===== config.mk =====
export PLATFORM = sky130hd
export DESIGN_NAME = sorted_set_table_top
export DESIGN_NICKNAME = d
export VERILOG_FILES = /design/src/sst_pkg.sv /design/src/sorted_set_table_top.sv /design/src/sst_ctrl.sv /design/src/sst_datapath.sv
export VERILOG_INCLUDE_DIRS = /design/src /design/src/src
export SDC_FILE = /design/constraint.sdc
export NUM_CORES = 2
export LEC_CHECK = 0
export ABC_CLOCK_PERIOD_IN_PS = 9390
export BUFFER_PORTS_ARGS = -buffer_cell sky130_fd_sc_hd__buf_2
export CAP_MARGIN = 20
export CORE_MARGIN = 2
export CORE_UTILIZATION = 44
export DETAILED_ROUTE_END_ITERATION = 12
export PLACE_DENSITY_LB_ADDON = 0.08
export SLEW_MARGIN = 25
export SYNTH_ARGS = -nofsm -noshare
export SYNTH_HDL_FRONTEND = slang
export SYNTH_SLANG_ARGS = --single-unit
export TNS_END_PERCENT = 30

===== constraint.sdc =====
create_clock -name i_clk -period 9.39 [get_ports i_clk]
set_input_delay 0.4695 -clock i_clk [delete_from_list [all_inputs] [get_ports i_clk]]
set_output_delay 0.4695 -clock i_clk [all_outputs]
set_load 0.01 [all_outputs]

===== src/sorted_set_table_top_assert.svh =====
// Assertion macros shared by the sorted set table.
`ifndef SORTED_SET_TABLE_TOP_ASSERT_SVH
`define SORTED_SET_TABLE_TOP_ASSERT_SVH

// The consequent must hold in the same cycle as the antecedent.
`define SST_ASSERT_SAME(label, ante, cons) \
    label: assert property (@(posedge i_clk) disable iff (!i_rst_n) (ante) |-> (cons)) \
        else $error("same-cycle check failed");

// The consequent must hold in the cycle after the antecedent.
`define SST_ASSERT_NEXT(label, ante, cons) \
    label: assert property (@(posedge i_clk) disable iff (!i_rst_n) (ante) |=> (cons)) \
        else $error("next-cycle check failed");

`endif


===== src/sst_pkg.sv =====
package sst_pkg;

    // Store geometry.
    localparam int CAPACITY      = 16;
    localparam int ELEMENT_WIDTH = 32;
    localparam int COUNT_WIDTH   = $clog2(CAPACITY + 1);
    localparam int IDX_WIDTH     = $clog2(CAPACITY);

    // Stream payload widths.
    localparam int IN_DATA_WIDTH  = 40;
    localparam int OUT_DATA_WIDTH = 8;
    localparam int OP_WIDTH       = 2;
    localparam int VALUE_WIDTH    = 32;
    localparam int RES_CNT_WIDTH  = 5;

    typedef logic signed [ELEMENT_WIDTH-1:0] t_elem;
    typedef logic [COUNT_WIDTH-1:0]          t_count;

    // Operation codes.
    typedef enum logic [OP_WIDTH-1:0] {
        OP_INSERT = 2'd0,
        OP_REMOVE = 2'd1,
        OP_SEARCH = 2'd2
    } t_op;

    // Commands from the controller to the datapath.
    typedef struct packed {
        logic load;     // capture the input item
        logic compare;  // register the per-entry compare results
        logic commit;   // update the store and the result
    } t_dp_cmd;

endpackage


===== src/sorted_set_table_top.sv =====
// Sorted set table: insert, remove or search one signed value per item.
// The result is registered after the compare and update states; update waits until the result slot is free.
// A new item is accepted only once the previous one has been committed, set by the compare-then-update sequence.
// The next item is accepted while the previous result waits to be taken.
// Reset (synchronous, active low) clears the element count and the handshake state;
// store contents are not cleared and are never read past the count.
`include "sorted_set_table_top_assert.svh"

module sorted_set_table_top (
    input  logic                                  i_clk,
    input  logic                                  i_rst_n,
    input  logic                                  i_s_axis_tvalid,
    output logic                                  o_s_axis_tready,
    // Fields from bit 0: operation[1:0], value[33:2], zero fill[39:34].
    input  logic [sst_pkg::IN_DATA_WIDTH-1:0]     i_s_axis_tdata,
    output logic                                  o_m_axis_tvalid,
    input  logic                                  i_m_axis_tready,
    // Fields from bit 0: ok[0], full_res[1], count[6:2], empty_res[7].
    output logic [sst_pkg::OUT_DATA_WIDTH-1:0]    o_m_axis_tdata
);

    sst_pkg::t_dp_cmd w_cmd;
    logic             w_ok;
    logic             w_full_res;
    logic             w_empty_res;
    logic [sst_pkg::RES_CNT_WIDTH-1:0] w_count;

    sst_ctrl u_ctrl (
        .i_clk       (i_clk),
        .i_rst_n     (i_rst_n),
        .i_in_valid  (i_s_axis_tvalid),
        .o_in_ready  (o_s_axis_tready),
        .o_out_valid (o_m_axis_tvalid),
        .i_out_ready (i_m_axis_tready),
        .o_cmd       (w_cmd)
    );

    sst_datapath u_dp (
        .i_clk       (i_clk),
        .i_rst_n     (i_rst_n),
        .i_cmd       (w_cmd),
        .i_operation (i_s_axis_tdata[sst_pkg::OP_WIDTH-1:0]),
        .i_value     (i_s_axis_tdata[sst_pkg::OP_WIDTH +: sst_pkg::VALUE_WIDTH]),
        .o_ok        (w_ok),
        .o_full_res  (w_full_res),
        .o_count     (w_count),
        .o_empty_res (w_empty_res)
    );

    assign o_m_axis_tdata = {w_empty_res, w_count, w_full_res, w_ok};

    // A refused insert never also reports success.
    `SST_ASSERT_SAME(a_ok_full_excl, o_m_axis_tvalid, !(w_ok && w_full_res))
    // The empty flag agrees with the reported count.
    `SST_ASSERT_SAME(a_empty_count, o_m_axis_tvalid, w_empty_res == (w_count == '0))
    // An accepted item keeps the block busy in the following cycle.
    `SST_ASSERT_NEXT(a_busy_after_accept, i_s_axis_tvalid && o_s_axis_tready, !o_s_axis_tready)
    // A commit always leaves a result on the output.
    `SST_ASSERT_NEXT(a_commit_shows, w_cmd.commit, o_m_axis_tvalid)

endmodule


===== src/sst_ctrl.sv =====
module sst_ctrl (
    input  logic            i_clk,
    input  logic            i_rst_n,
    input  logic            i_in_valid,
    output logic            o_in_ready,
    output logic            o_out_valid,
    input  logic            i_out_ready,
    output sst_pkg::t_dp_cmd o_cmd
);

    typedef enum logic [1:0] {
        ST_IDLE,
        ST_CMP,
        ST_UPD
    } t_state;

    t_state r_state;
    logic   r_out_valid;
    logic   w_commit;

    // The result slot is free when empty or being taken this cycle.
    assign w_commit = (r_state == ST_UPD) && (!r_out_valid || i_out_ready);

    assign o_in_ready   = (r_state == ST_IDLE);
    assign o_out_valid  = r_out_valid;
    assign o_cmd.load    = (r_state == ST_IDLE) && i_in_valid;
    assign o_cmd.compare = (r_state == ST_CMP);
    assign o_cmd.commit  = w_commit;

    // State and result-valid register.
    always_ff @(posedge i_clk) begin
        if (!i_rst_n) begin
            r_state     <= ST_IDLE;
            r_out_valid <= 1'b0;
        end else begin
            unique case (r_state)
                ST_IDLE: begin
                    if (i_in_valid) begin
                        r_state <= ST_CMP;
                    end
                    if (i_out_ready) begin
                        r_out_valid <= 1'b0;
                    end
                end
                ST_CMP: begin
                    r_state <= ST_UPD;
                    if (i_out_ready) begin
                        r_out_valid <= 1'b0;
                    end
                end
                ST_UPD: begin
                    if (w_commit) begin
                        r_state     <= ST_IDLE;
                        r_out_valid <= 1'b1;
                    end
                end
                default: begin
                    r_state <= ST_IDLE;
                end
            endcase
        end
    end

endmodule


===== src/sst_datapath.sv =====
module sst_datapath (
    input  logic                                 i_clk,
    input  logic                                 i_rst_n,
    input  sst_pkg::t_dp_cmd                     i_cmd,
    input  logic [sst_pkg::OP_WIDTH-1:0]         i_operation,
    input  logic signed [sst_pkg::VALUE_WIDTH-1:0] i_value,
    output logic                                 o_ok,
    output logic                                 o_full_res,
    output logic [sst_pkg::RES_CNT_WIDTH-1:0]    o_count,
    output logic                                 o_empty_res
);

    sst_pkg::t_op    r_op;
    sst_pkg::t_elem  r_val;
    sst_pkg::t_count r_count;
    sst_pkg::t_count n_count;
    sst_pkg::t_elem  r_store [sst_pkg::CAPACITY];
    sst_pkg::t_elem  n_ins   [sst_pkg::CAPACITY];
    sst_pkg::t_elem  n_rem   [sst_pkg::CAPACITY];
    logic [sst_pkg::CAPACITY-1:0] r_lt;
    logic [sst_pkg::CAPACITY-1:0] r_eq;
    logic [sst_pkg::CAPACITY-1:0] w_lt_prev;
    logic r_ok;
    logic r_full;
    logic n_ok;
    logic n_full;
    logic w_present;
    logic w_is_full;
    logic w_do_ins;
    logic w_do_rem;

    // Capture the operation and the value, cast to the element type.
    always_ff @(posedge i_clk) begin
        if (i_cmd.load) begin
            r_op  <= sst_pkg::t_op'(i_operation);
            r_val <= sst_pkg::t_elem'(i_value);
        end
    end

    // One comparator per entry; entries past the count never match.
    always_ff @(posedge i_clk) begin
        if (i_cmd.compare) begin
            for (int i = 0; i < sst_pkg::CAPACITY; i++) begin
                r_lt[i] <= (sst_pkg::t_count'(i) < r_count) && (r_store[i] < r_val);
                r_eq[i] <= (sst_pkg::t_count'(i) < r_count) && (r_store[i] == r_val);
            end
        end
    end

    assign w_present = |r_eq;
    assign w_is_full = (r_count >= sst_pkg::t_count'(sst_pkg::CAPACITY));
    assign w_lt_prev = {r_lt[sst_pkg::CAPACITY-2:0], 1'b1};

    // Shifted store contents for insert and remove.
    always_comb begin
        for (int i = 0; i < sst_pkg::CAPACITY; i++) begin
            if (r_lt[i]) begin
                n_ins[i] = r_store[i];
                n_rem[i] = r_store[i];
            end else begin
                if (w_lt_prev[i]) begin
                    n_ins[i] = r_val;
                end else if (i > 0) begin
                    n_ins[i] = r_store[i-1];
                end else begin
                    n_ins[i] = r_val;
                end
                if (i < sst_pkg::CAPACITY - 1) begin
                    n_rem[i] = r_store[i+1];
                end else begin
                    n_rem[i] = r_store[i];
                end
            end
        end
    end

    // Outcome of the operation.
    always_comb begin
        n_ok     = 1'b0;
        n_full   = 1'b0;
        n_count  = r_count;
        w_do_ins = 1'b0;
        w_do_rem = 1'b0;
        unique case (r_op)
            sst_pkg::OP_INSERT: begin
                if (w_present) begin
                    n_ok = 1'b0;
                end else if (w_is_full) begin
                    n_full = 1'b1;
                end else begin
                    n_ok     = 1'b1;
                    w_do_ins = 1'b1;
                    n_count  = r_count + 1'b1;
                end
            end
            sst_pkg::OP_REMOVE: begin
                if (w_present) begin
                    n_ok     = 1'b1;
                    w_do_rem = 1'b1;
                    n_count  = r_count - 1'b1;
                end
            end
            sst_pkg::OP_SEARCH: begin
                n_ok = w_present;
            end
            default: begin
                n_ok = 1'b0;
            end
        endcase
    end

    // Element count is control state.
    always_ff @(posedge i_clk) begin
        if (!i_rst_n) begin
            r_count <= '0;
        end else if (i_cmd.commit) begin
            r_count <= n_count;
        end
    end

    // Store row and result flags.
    always_ff @(posedge i_clk) begin
        if (i_cmd.commit) begin
            r_ok   <= n_ok;
            r_full <= n_full;
            if (w_do_ins) begin
                r_store <= n_ins;
            end else if (w_do_rem) begin
                r_store <= n_rem;
            end
        end
    end

    assign o_ok        = r_ok;
    assign o_full_res  = r_full;
    assign o_count     = sst_pkg::RES_CNT_WIDTH'(r_count);
    assign o_empty_res = (r_count == '0);

endmodule


Word-level counts from Yosys, hierarchy flattened

Cells that the tools add are included.

Output and inout port bits: 10
Logic and storage cells: 232
Register bits: 588
Bits of input ports: 44

Bitwise logic cells: 17
Reductions and logical operators: 64
Mux-type cells: 65
Equal/unequal tests: 26
$lt $le $gt $ge: 33
Add/sub/neg operators: 2

Operator list:

| cell                                                       | count |
|---|---|
| 2-to-1 mux 32 bit                                          | 46 |
| 2-to-1 mux 512 bit                                         | 2 |
| == test 32 bit                                             | 16 |
| less-than comparator 32 bit                                | 16 |
| AND reduction 3 bit                                        | 17 |
| less-than comparator 4 x 5 -> 1 bit (first input constant) | 8 |
| logical AND 1 bit                                          | 34 |
| less-than comparator 3 x 5 -> 1 bit (first input constant) | 4 |
| inverter 1 bit                                             | 17 |
| OR reduction 17 bit                                        | 1 |
| OR reduction 16 bit                                        | 1 |
| 2-to-1 mux 5 bit                                           | 3 |
| less-than comparator 1 x 5 -> 1 bit (first input constant) | 2 |
| less-than comparator 2 x 5 -> 1 bit (first input constant) | 2 |
| one-hot mux 5 bit (2 select lines)                         | 1 |
| 2-to-1 mux 1 bit                                           | 8 |
| inequality test 2 x 1 -> 1 bit (second input constant)     | 3 |
| inequality test 2 bit (second input constant)              | 3 |
| one-hot mux 2 bit (3 select lines)                         | 1 |
| nonzero test 2 bit                                         | 3 |
| adder 5 x 1 -> 5 bit (second input constant)               | 1 |
| greater-or-equal comparator 5 bit (second input constant)  | 1 |
| zero test 5 bit                                            | 1 |
| AND reduction 5 bit                                        | 1 |
| other kinds (11)                                           | 15 |

Depth between registers and ports, before layout

Word-level depth: 6
Mapped depth: 11

Cells and area by module

A second synthesis with hierarchy kept.

Cells, all modules: 3762
Area, all modules: 39803.2 um^2

Modules (own cells, without submodules):

| module               | area each (um^2) | instances | seq. area each (um^2) | cells an instance |
|---|---|---|---|---|
| sst_datapath         | 39633.0          | 1         | 17516.8               | 3744 |
| sst_ctrl             | 147.6            | 1         | 60.1                  | 15 |
| sorted_set_table_top | 22.5             | 1         | 0.0                   | 3 |

Worst setup path before layout

Ideal clock, no wire load.

Kind: register -> register
From: register u_dp.r_eq[12] (netlist name)
To: register u_dp.r_store[0] (netlist name), enable pin
Stages on the path, launching flop included: 9
Slack: 5047 ps
Arrival time: 3882 ps
Data required time: 8929 ps
Clock period less this slack: 4343 ps
Path buffers: 4
Cell sequence: edfxtp_1 nor4_1 nand4_1 or2_1 buf_2 buf_6 buf_2 buf_2 nor3_1

Longest elaborated chain between the ends: 4

Ends and longest elaborated chain:

| what                            | line                | RTL |
|---|---|---|
| start, declared                 | sst_datapath.sv:21  | `logic [sst_pkg::CAPACITY-1:0] r_eq;` |
| start signal, assigned by index | sst_datapath.sv:45  | `r_eq[i] <= (sst_pkg::t_count'(i) < r_count) && (r_store[i] == r_val);` |
| OR reduction 16 bit             | sst_datapath.sv:50  | `assign w_present = \|r_eq;` |
| 2-to-1 mux 1 bit                | sst_datapath.sv:86  | `if (w_present) begin` |
| 2-to-1 mux 1 bit                | sst_datapath.sv:84  | `unique case (r_op)` |
| AND reduction 3 bit (no line)   | n/a                 |  |
| end signal, assigned            | sst_datapath.sv:127 | `r_store <= n_ins;` |
| end signal, assigned            | sst_datapath.sv:129 | `r_store <= n_rem;` |
| end, declared                   | sst_datapath.sv:17  | `sst_pkg::t_elem r_store [sst_pkg::CAPACITY];` |

No other way between the ends.
A chain may end at the register's enable or synchronous reset.

Worst setup path in the final report

From: register u_dp.r_val[22]
To: register u_dp.r_lt[3] (netlist name), data pin

Longest elaborated chain between the ends: 2

Ends and longest elaborated chain:

| what                          | line               | RTL |
|---|---|---|
| start, declared               | sst_datapath.sv:14 | `sst_pkg::t_elem r_val;` |
| start signal, assigned        | sst_datapath.sv:36 | `r_val <= sst_pkg::t_elem'(i_value);` |
| less-than comparator 32 bit   | sst_datapath.sv:44 | `r_lt[i] <= (sst_pkg::t_count'(i) < r_count) && (r_store[i] < r_val);` |
| logical AND 1 bit             | sst_datapath.sv:44 |  |
| end signal, assigned by index | sst_datapath.sv:44 |  |
| end, declared                 | sst_datapath.sv:20 | `logic [sst_pkg::CAPACITY-1:0] r_lt;` |

No other way between the ends.

==> results.cfg <==
[min_path]
hp-class = input pin to flop
min_from = i_s_axis_tdata[30]

[die]
ios = 54
rows = 110
dieWidth_um = 304
die_h_um = 304
die_area_um2 = 92500
fp.coreArea_um2 = 89600
start_util_pct = 44.2

[power]
p_comb_share_pct = 8.8
power.density_nw_per_um2 = 141
switching_power_mw = 1.52
vdd_drop_max_mv = 0.111
clkPwrFrac_pct = 43.6
internal_power_mw = 4.63
p_seq_share_pct = 47.7
switching_share_pct = 24.7
power_leakage_nw = 18.3

[clock_network]
clock_latency_ps = 630
cts-htree-levels = 3
clkSinkCount = 588
cts_tree = yes
post_cts_resized = 0
clk_path_buf_depth = 3
root_buffer = clkbuf_16
cts_made_buffers = 71
clk_pin_slew_ps = 60

[placement]
dp_cells = 4813
port_buffers = 47
placed_area_um2 = 40900
dp_hpwl_um = 82600
routabilityCongestion = 0.859

[drt]
drt-pass1-iter-count = 6
drt-wirelength-per-cell_um = 22.1
drtIter0Drc = 1963
vias = 29400
vias_per_cell = 5.91
wl_um = 110000
antenna_left = 0
drt_drc_violations_left = 0

[sta]
finalMaxSlewViolations = 0
fin_skew_ps = 25.2
tns_ps = 0
timing.fmax_mhz = 252
timing.final.crit_share_pct = 42.3
hold_viol_final = 0
slew_headroom_pct = 25.8
tightest_slew_ps = 1100
setup_viol = 0
fin_crit_ps = 3980
rsz0062_at_grt = no

[cells_and_area]
final_common_cell = nand2_1
mostFrequentLayoutCells = 602 x nand2_1, 580 x edfxtp_1, 519 x ha_1
regArea_um2 = 17600
final_area_um2 = 43700
fin_cells = 4972
multi_input_area_um2 = 20900
nFillCells = 8179
area_growth_pct = 10.3
layout.nets = 4307
postLayoutCoreUtil_pct = 48.8
drive_gt1_share_pct = 6.06

[logic_synthesis]
async_flop_share_pct = 0
yosys_warnings = 0
synthTopCellsByArea = edfxtp_1 44%, ha_1 16%, mux2i_1 12%
ys_ff_latch = 588
yosysTopAreaCellShare_pct = 44.0
synth_edf_count = 580
synth_nets = 4317
ys_types = 61
ys_seq_area_share_pct = 44.4
synth_cells = 3754
synth.avg_cell_area_um2 = 10.6
syn_area_um2 = 39600
synth_top_flop_cell = edfxtp_1
yosysTopAreaCell = edfxtp_1

[critical_path]
path_class = flop to flop
cp.arrival_ps = 4330
startpoint_type = flop
required_ps = 9740
rr_startpoint = u_dp.r_val[22]
crit_start = u_dp.r_val[22]
critPathMaxFanout = 17
cp-end-kind = flop

[grt]
grt_start_max_net_pins = 323
grt_pass1_vias = 31000
grtUsageTotal_pct = 23.5
grt-ovfl-total = 0
grt_pass1_wl_um = 172000
grt_antenna_before_repair = 2

[flow_run]
cap_violations = 0

[outcome]
status = completed
[routing by layer]
layer | vias up | wire (µm) | track usage, %
met2 | 540 | 53000 | 40.4
met3 | 161 | 4590 | 2.92
met4 | 2 | 2350 | 6.42
met5 | - | 13 | 0
li1 | 14100 | - | -
met1 | 14600 | 49800 | 31.1
[path summary, 6_finish.rpt]
path | endpoint | slack [ps] | cells past startpoint
max reg2reg | u_dp.r_lt[3] | 5410 | 6
min reg2reg | u_ctrl.o_out_valid | 550 | 2
max | u_dp.r_lt[3] | 5410 | 6
min | u_dp.r_val[28] | 40 | 1
[state kept, by name, summed over array words and instances, names as in the netlist]
name	flops
u_dp.o_full_res	1
u_ctrl.r_state	2
u_dp.r_op	2
u_dp.o_count	5
u_dp.r_lt	16
u_dp.r_store	512
u_dp.r_val	32
u_dp.o_ok	1
u_dp.r_eq	16
u_ctrl.o_out_valid	1
[logic make-up (layout without fill, tap and decap cells)]
| logic type | after synthesis | in the layout | share of synthesized area, % |
|---|---|---|---|
| xor gates and xnor gates | 5 | 5 | 0.111 |
| AOI/OAI and AO/OA | 903 | 903 | 12.7 |
| and+or+nand+nor | 968 | 968 | 11.0 |
| other | 0 | 2 | 0 |
| buffers and inverters | 281 | 321 | 3.05 |
| DFF | 588 | 588 | 44.4 |
| adders and majority gates | 519 | 519 | 16.4 |
| muxes | 490 | 490 | 12.4 |
[cell usage after synthesis (all sizes together) (4+ instances only)]
master   number
nand2       602
edfxtp      580
o21ai       545
ha          519
mux2i       486
a21oi       189
clkbuf      160
nor2         96
nand4        75
inv          67
buf          54
a21o         51
nand3        35
and4         34
nor3         29
a221oi       26
nor2b        26
nor4         24
o211ai       17
o21a         17
or3          11
a21boi       10
and3          9
dfxtp         8
and2          7
nand2b        7
a211oi        6
a31oi         6
a2111oi       5
a221o         5
mux2          4
nand3b        4
o31a          4
[power groups by stage]
stage / clock (mW) / combinational (mW) / sequential, mW
after floorplan: 0 / 0.367 / 2.95
after global placement: 0 / 0.504 / 2.99
after detailed placement: 0 / 0.526 / 2.99
after CTS: 2.74 / 0.536 / 2.93
after global routing: 2.83 / 0.606 / 2.93
final: 2.68 / 0.539 / 2.93
[through the flow]
| stage | setup slack, ps | hold WS, ps | total power [mW] |
|---|---|---|---|
| finish | 5410 | 40.5 | 6.15 |
| CTS | 5520 | 1.79 | 6.21 |
| global route | 5260 | 26.6 | 6.37 |
| detailed placement | 5540 | 546 | 3.51 |
| floorplan | 5050 | 492 | 3.32 |
| global placement | 5460 | 530 | 3.49 |
[worst max-delay path: stages, from the launching register on]
cell	delay, ps
edfxtp_1	890
inv_1	610
ha_1	490
nand4_1	190
nor4_1	960
o32ai_1	340
mux2i_1	190
[cell type report]
class / count / area share (%)
Clock buffer: 95 / 4.39
Inverter: 67 / 0.575
Antenna cell: 2 / 0.0114
Sequential cell: 588 / 40.2
Multi-Input combinational cell: 2885 / 47.9
Clock inverter: 28 / 0.521
Timing Repair Buffer: 131 / 3.02
Tap cell: 1176 / 3.37
[timing repair]
| action | in CTS | in global routing |
|---|---|---|
| endpoints found under the setup margin | 0 | 0 |
| hold buffers | 18 | 0 |
| buffers inserted | 0 | 0 |
| hold endpoints to repair | 18 | 0 |
(Power assumes the default switching activity.)
